<file path="src/hw/rtl/d2q5_lattice_collision_assert.svh">
// Assertion macros for the D2Q5 collision block.
// Used by d2q5_lattice_collision.sv; expects clk and rst_n in scope.
`ifndef D2Q5_LATTICE_COLLISION_ASSERT_SVH
`define D2Q5_LATTICE_COLLISION_ASSERT_SVH

// Consequent checked in the same cycle as the antecedent.
`define D2Q5_ASSERT_SAME(label, ante, cons, msg) \
    label: assert property (@(posedge clk) disable iff (!rst_n) (ante) |-> (cons)) \
        else $error(msg);

// Consequent checked in the cycle after the antecedent.
`define D2Q5_ASSERT_NEXT(label, ante, cons, msg) \
    label: assert property (@(posedge clk) disable iff (!rst_n) (ante) |=> (cons)) \
        else $error(msg);

`endif

</file>
<file path="src/hw/rtl/d2q5_pkg.sv">
// Package for the D2Q5 collision block: widths, register codes, payload types.
// No dependencies; imported by d2q5_relax and d2q5_lattice_collision.
package d2q5_pkg;

    localparam int FRAC_BITS = 16;

    localparam int POP_W  = 32;
    localparam int REST_W = 17;
    localparam int MW_W   = 17;
    localparam int TCS_W  = 18;
    localparam int KEEP_W = 18;
    localparam int MIX_W  = 18;

    // config port
    localparam int CFG_IDX_W  = 3;
    localparam int CFG_DATA_W = 18;

    localparam logic [CFG_IDX_W-1:0] REG_REST_COEFF = CFG_IDX_W'(0);
    localparam logic [CFG_IDX_W-1:0] REG_MOVE_WEIGHT = CFG_IDX_W'(1);
    localparam logic [CFG_IDX_W-1:0] REG_THREE_C2 = CFG_IDX_W'(2);
    localparam logic [CFG_IDX_W-1:0] REG_KEEP_FACTOR = CFG_IDX_W'(3);
    localparam logic [CFG_IDX_W-1:0] REG_MIX_FACTOR = CFG_IDX_W'(4);

    // reset values: 0.5, 1/6, 0.75, 0.0, 1.0
    localparam logic [REST_W-1:0] REST_COEFF_RST = REST_W'(1 << (FRAC_BITS - 1));
    localparam logic [MW_W-1:0]   MOVE_WEIGHT_RST = MW_W'(((1 << FRAC_BITS) + 3) / 6);
    localparam logic [TCS_W-1:0]  THREE_C2_RST = TCS_W'(3 << (FRAC_BITS - 2));
    localparam logic [KEEP_W-1:0] KEEP_FACTOR_RST = '0;
    localparam logic [MIX_W-1:0]  MIX_FACTOR_RST = MIX_W'(1 << FRAC_BITS);

    // datapath widths, all two's complement
    localparam int RHO_W  = POP_W + 3;                       // sum of five
    localparam int J_W    = POP_W + 1;                       // difference of two
    localparam int PR_W   = RHO_W + REST_W + 1;              // rest_coeff * rho
    localparam int PC_W   = RHO_W + TCS_W + 1;               // three_c2 * rho
    localparam int FEQ0_W = PR_W - FRAC_BITS;
    localparam int RP_W   = PC_W - FRAC_BITS;
    localparam int J3_W   = J_W + 2;                         // 3 * j
    localparam int T_W    = ((RP_W > J3_W) ? RP_W : J3_W) + 1;
    localparam int PM_W   = T_W + MW_W + 1;                  // move_weight * t
    localparam int FEQ_W  = PM_W - FRAC_BITS;
    localparam int KF_W   = KEEP_W + POP_W;
    localparam int MF_W   = FEQ_W + MIX_W + 1;
    localparam int ACC_W  = ((MF_W > KF_W) ? MF_W : KF_W) + 1;
    localparam int R_W    = ACC_W - FRAC_BITS;

    localparam int NUM_STAGES = 6;

    typedef struct packed {
        logic signed [POP_W-1:0] pop_rest;
        logic signed [POP_W-1:0] pop_east;
        logic signed [POP_W-1:0] pop_north;
        logic signed [POP_W-1:0] pop_west;
        logic signed [POP_W-1:0] pop_south;
    } pop_t;

    typedef struct packed {
        logic signed [POP_W-1:0] post_rest;
        logic signed [POP_W-1:0] post_east;
        logic signed [POP_W-1:0] post_north;
        logic signed [POP_W-1:0] post_west;
        logic signed [POP_W-1:0] post_south;
    } post_t;

    // load enables for the two relax stages
    typedef struct packed {
        logic mul;
        logic sum;
    } relax_en_t;

endpackage

</file>
<file path="src/hw/rtl/d2q5_relax.sv">
// One relaxation lane: keep*f + mix*feq, floor shift, saturate to 32 bits.
// Two register stages; depends on d2q5_pkg.
module d2q5_relax (
    input  logic                                   clk,
    input  d2q5_pkg::relax_en_t                    en,
    input  logic signed [d2q5_pkg::KEEP_W-1:0]     keep_factor,
    input  logic        [d2q5_pkg::MIX_W-1:0]      mix_factor,
    input  logic signed [d2q5_pkg::POP_W-1:0]      f,
    input  logic signed [d2q5_pkg::FEQ_W-1:0]      feq,
    output logic signed [d2q5_pkg::POP_W-1:0]      post
);
    import d2q5_pkg::*;

    logic signed [KF_W-1:0]  kf_reg;
    logic signed [KF_W-1:0]  kf_next;
    logic signed [MF_W-1:0]  mf_reg;
    logic signed [MF_W-1:0]  mf_next;
    logic signed [ACC_W-1:0] acc;
    logic        [R_W-1:0]   shifted;
    logic [R_W-POP_W:0]      hi_bits;
    logic signed [POP_W-1:0] post_reg;
    logic signed [POP_W-1:0] post_next;

    // products
    always_comb
    begin
        kf_next = KF_W'(keep_factor) * KF_W'(f);
        mf_next = MF_W'(feq) * MF_W'($signed({1'b0, mix_factor}));
    end

    // sum, floor, clamp
    always_comb
    begin
        acc     = ACC_W'(kf_reg) + ACC_W'(mf_reg);
        shifted = acc[ACC_W-1:FRAC_BITS];
        hi_bits = shifted[R_W-1:POP_W-1];
        priority if ((&hi_bits) || !(|hi_bits))
        begin
            post_next = $signed(shifted[POP_W-1:0]);
        end
        else if (shifted[R_W-1])
        begin
            post_next = $signed({1'b1, {(POP_W-1){1'b0}}});
        end
        else
        begin
            post_next = $signed({1'b0, {(POP_W-1){1'b1}}});
        end
    end

    always_ff @(posedge clk)
    begin
        if (en.mul)
        begin
            kf_reg <= kf_next;
            mf_reg <= mf_next;
        end
        if (en.sum)
        begin
            post_reg <= post_next;
        end
    end

    assign post = post_reg;

endmodule

</file>
<file path="config.mk">
export PLATFORM = sky130hd
export DESIGN_NAME = d2q5_relax
export DESIGN_NICKNAME = d
export VERILOG_FILES = /design/src/hw/rtl/d2q5_lattice_collision_assert.svh /design/src/hw/rtl/d2q5_pkg.sv /design/src/hw/rtl/d2q5_relax.sv
export SDC_FILE = /design/constraint.sdc
export NUM_CORES = 2
export LEC_CHECK = 0
export ABC_AREA = 0
export BUFFER_PORTS_ARGS = -buffer_cell sky130_fd_sc_hd__buf_2
export CAP_MARGIN = 0
export CORE_MARGIN = 8
export CORE_UTILIZATION = 50
export DETAILED_ROUTE_END_ITERATION = 8
export PLACE_DENSITY = 0.65
export SLEW_MARGIN = 20
export SYNTH_ARGS = -nofsm -noshare
export SYNTH_HDL_FRONTEND = slang
export SYNTH_SLANG_ARGS = --single-unit
</file>
<file path="constraint.sdc">
create_clock -name clk -period 9.13 [get_ports clk]
set_input_delay 0.4565 -clock clk [delete_from_list [all_inputs] [get_ports clk]]
set_output_delay 0.4565 -clock clk [all_outputs]
set_load 0.005 [all_outputs]
</file>
# After elaboration in Yosys (flattened, before gate mapping)
# Index checks and enable logic that the tools add are counted.
# W data, S select, Z words.
# totals
in_bits	112
ff_bits	142
# op_classes
addsub	1
mux	2
reduce_logical	4
multipliers	2
# ops
op	n
$mux W32	2
$add A50 B60 Y61	1
$mul A41 B19 Y60	1
$mul A18 B32 Y50	1
$reduce_and A14 Y1	1
$reduce_or A14 Y1	1
$logic_not A1 Y1	1
$logic_or A1 B1 Y1	1

# Depth between registers and ports, before layout
# logic_depth
ltp_word	5
depth_mapped	28

# Least setup slack after synthesis
# No wires, ideal clock.
# synth_path
path_kind	input-to-reg
from	in feq[10] (netlist bit)
to	reg mf_reg[57] (data pin)
setup_ps	271
stages	24
setup_slack_ps	2034
arrival_ps	6825
path_cell_list	clkbuf_1 > nand2_1 > fa_1 > fa_1 > fa_1 > fa_1 > inv_1 > fa_1 > inv_1 > fa_1 > inv_1 > ha_1 > and3_1 > and4_1 > a221oi_1 > o21ai_0 > a31o_2 > a2111oi_0 > nor4b_1 > a2111oi_2 > o21ai_0 > nor2b_1 > o311ai_1 > xor2_1
# synth_between
elab_chain_cells	1
# synth_rtl
element	line_no	rtl
start: declaration	d2q5_relax.sv:9	input logic signed [d2q5_pkg::FEQ_W-1:0] feq,
$mul A41 B19 Y60	d2q5_relax.sv:28	mf_next = MF_W'(feq) * MF_W'($signed({1'b0, mix_factor}));
named net mf_next[57]	d2q5_relax.sv:17	logic signed [MF_W-1:0] mf_next;
end signal: assignment	d2q5_relax.sv:56	mf_reg <= mf_next;
end: declaration	d2q5_relax.sv:16	logic signed [MF_W-1:0] mf_reg;
# The timed path passes the listed nets, and every way through them passes these cells.
# A chain may end at the register's enable or synchronous reset.

# Worst setup path after layout
# layout_path
from	in keep_factor[4] (netlist bit)
to	reg kf_reg[46] (data pin)
# layout_between
elab_chain_cells	1
# layout_rtl
element	line_no	rtl
start: declaration	d2q5_relax.sv:6	input logic signed [d2q5_pkg::KEEP_W-1:0] keep_factor,
$mul A18 B32 Y50	d2q5_relax.sv:27	kf_next = KF_W'(keep_factor) * KF_W'(f);
named net kf_next[46]	d2q5_relax.sv:15	logic signed [KF_W-1:0] kf_next;
end signal: assignment	d2q5_relax.sv:55	kf_reg <= kf_next;
end: declaration	d2q5_relax.sv:14	logic signed [KF_W-1:0] kf_reg;
# The timed path passes the listed nets, and every way through them passes these cells.

==> impl_results.md <==
- Synth Area in Simple Gates: between 10% and 20%
- Largest net degree at the start of global routing: 64
- TritonRoute pass-1 iters: 6
- Arrival time at the worst endpoint: just under 8 ns
- Routed vias/inst: roughly 5.3
- EDFF count, synth: approximately 140
- Core Box Area: about 110000 µm²
- Most used DFF post-synth: edfxtp_1
- Post-synthesis cell count: around 5900
- Seq/Total Area, Yosys: under 10%
- Commonest non-fill, non-tap cell in the layout: inv_1
- Warnings from Yosys: 0
- CP bufs+invs: 5
- Die Y: 342 µm
- Slowest CP cell: a2111oi_0
- Max-Slew Margin vs Limit: between 40% and 50%
- Compound-Gate Fraction of Synth Area: ~6.2%
- GPL Wtd Cong: between 0.8 and 0.9
- Slew Limit Fails: 0
- Buffers added on ports: ~140
- Seq. cell area: roughly 4300 µm²
- Mapped Nets: approximately 7600
- Max reg flops: 60
- Antenna violations before repair: 6
- CP max FO: 32
- IO Pins: 144
- Post-Syn Area: ~53000 µm²
- Root buffer cell: clkbuf_16
- CTS buffer count: 17
- Vias in the first global route: roughly 42000
- Synth Area in Adders: a little over half
- Worst EP required: approximately 9.3 ns
- Area delta synth->final: 4.26%
- Routed wire length: ~130000 µm
- Nets: about 7500
- Minimum clock period: about 7.8 ns
- Drc violations: 0
- Post-synthesis mux area share: less than 1%
- Critical path class: input pin to flop
- Htree depth: 4
- DR vias: a little under 40000
- Status: completed
- RSZ-0062 raised after global routing: false
- Final Hold Fails: 0
- Critical path's largest stage delay: ~0.6 ns
- Cell family with most CP delay: adder cells
- Flops & latches, synth: between 100 and 150
- Fill count: 9780
- 1st-iter DRT viols: 2617
- Worst-path clk slew: around 0.070 ns
- Distinct cells, synth: 78
- Synth Area per Inst: approximately 9.0 µm²
- Most frequent cells in the layout: inv_1, fa_1, nand2_1
- Routed Antenna Nets: 0
- Rows: 119
- Post-CTS sizing: 0
- Largest family of logic cells by synthesized area: adder cells
- Die Footprint: 117000 µm²
- Fmax: 129 MHz
- Share of layout cells above drive strength 1: 3.74%
- Crit-path most repeated cell: fa_1
- Crit-path cells: buf_2 > and2_1 > fa_1 > inv_1 > fa_1 > fa_1 > fa_1 > inv_1 > fa_1 > inv_1 > fa_1 > inv_1 > ha_1 > a21o_1 > a21o_1 > a21o_1 > a31o_2 > a31oi_1 > o21ai_0 > a2111oi_0 > o41ai_1 > a31oi_1 > o21ai_0 > a311o_1
- Slew @ Worst Pin: ~0.89 ns
- Clk_lat worst skew: around 0.44 ns
- Remaining Overflow, GRT: 0
- CTS hold repair buffers: 0
- Multi-input gate area: around 42000 µm²
- First-pass GRT wire length: 220000 µm
- XOR/XNOR Fraction of Synth Area: 2.33%
- Setup TNS: 0 ns
- Post-CTS setup buffer count: 0
- CTS max path bufs: 2
- Final setup margin: about 1.4 ns
- Worst Skew: ~0.014 ns
- Initial Util: about half
- GRT Overall Usage: 23.5%
- Final setup fails: 0
- Post-Place Worst Slack: 0.960 ns
- Element type at the critical path end: flop
- DR WL/cell: 18.5 µm
- CP startpoint kind: input pin
- TritonCTS clock tree: built
- Asr flop ratio synth: 0%
- Detailed placement HPWL: around 110000 µm
- Tcrit/Tclk final: 85.2%
- Worst hold path class: input pin to flop
- Die Width: about 340 µm
- Clk sink count: about 140
- Max Cap Viol: 0
-- worst register-to-register path, cell delays in order, from the launching register on --
cell and delay (ns):
edfxtp_1 0.39, ha_1 0.41, nand2_1 0.29, o21ai_0 0.22, a21oi_1 0.25, o21ai_0 0.13, a21oi_1 0.68, o21ai_0 0.29
a22o_1 0.37, inv_2 0.55, nand2_1 0.13, nor3b_1 0.22, nand4b_1 0.19, o21ai_4 0.17, buf_4 0.49, mux2i_1 0.57
-- worst paths after layout --
path	startpoint	endpoint	slack, ns	depth (start not counted)
worst max-delay path	keep_factor[4]	kf_reg[46]	1.35	24
worst min-delay path	en[1]	kf_reg[11]	0.56	1
worst max register to register	kf_reg[38]	post[18]	3.55	15
worst min register to register	mf_reg[23]	post[7]	0.98	3
-- cell type report --
type,count,area share (%)
multi-input combinational,3945,76.1
inverter,1539,10.4
sequential,142,7.68
tap,1391,3.13
timing repair buffer,171,1.67
clock buffer,18,0.773
clock inverter,14,0.282
antenna,2,0.00901
-- cells in the mapped netlist, types with 12 or more instances --
cell / instances / area share (%)
inv_1: 1538 / 11
fa_1: 1254 / 47
nand2_1: 805 / 5.7
and2_1: 583 / 6.8
ha_1: 325 / 7.6
clkbuf_1: 254 / 1.8
a21oi_1: 180 / 1.7
edfxtp_1: 142 / 8.0
nor2_1: 109 / 0.77
a21o_1: 95 / 1.3
xnor2_1: 94 / 1.5
o21ai_0: 79 / 0.74
xor2_1: 48 / 0.79
nand3_1: 34 / 0.32
mux2i_1: 32 / 0.60
nand4_1: 32 / 0.38
o21bai_1: 31 / 0.44
nand2b_1: 24 / 0.28
a31oi_1: 20 / 0.23
nor3_1: 17 / 0.16
and3_1: 14 / 0.16
nor2b_1: 12 / 0.14
o31ai_1: 12 / 0.17
-- per-stage QoR --
step	instances	hold WS [ns]	instance area, µm²	utilization, %
after CTS	7220	0.565	55500	52.6
after global routing	7222	0.583	55500	52.6
after floorplan	5887	0.569	53300	-
after global placement	7188	0.853	55000	52.1
after detailed placement	7188	0.856	55000	52.1
final	7222	0.563	55500	52.6
-- metal layers --
layer	global-route usage, %	part of all wire (%)
met2	41.5	51
met5	0	0.013
met3	2.12	5.0
met1	30.2	40
met4	8.49	3.9
-- cells by family after synthesis --
group                    count (synthesis)
multiplexers                            34
adder cells (fa/ha/maj)               1579
XOR/XNOR                               142
AND/OR/NAND/NOR                       1674
flip-flops                             142
AO/OA/AOI/OAI                          516
buffers and inverters                 1800
Power is left out: the tool's default activity adds up to more than one toggle a clock period on the data nets, which glitch-free logic cannot reach.
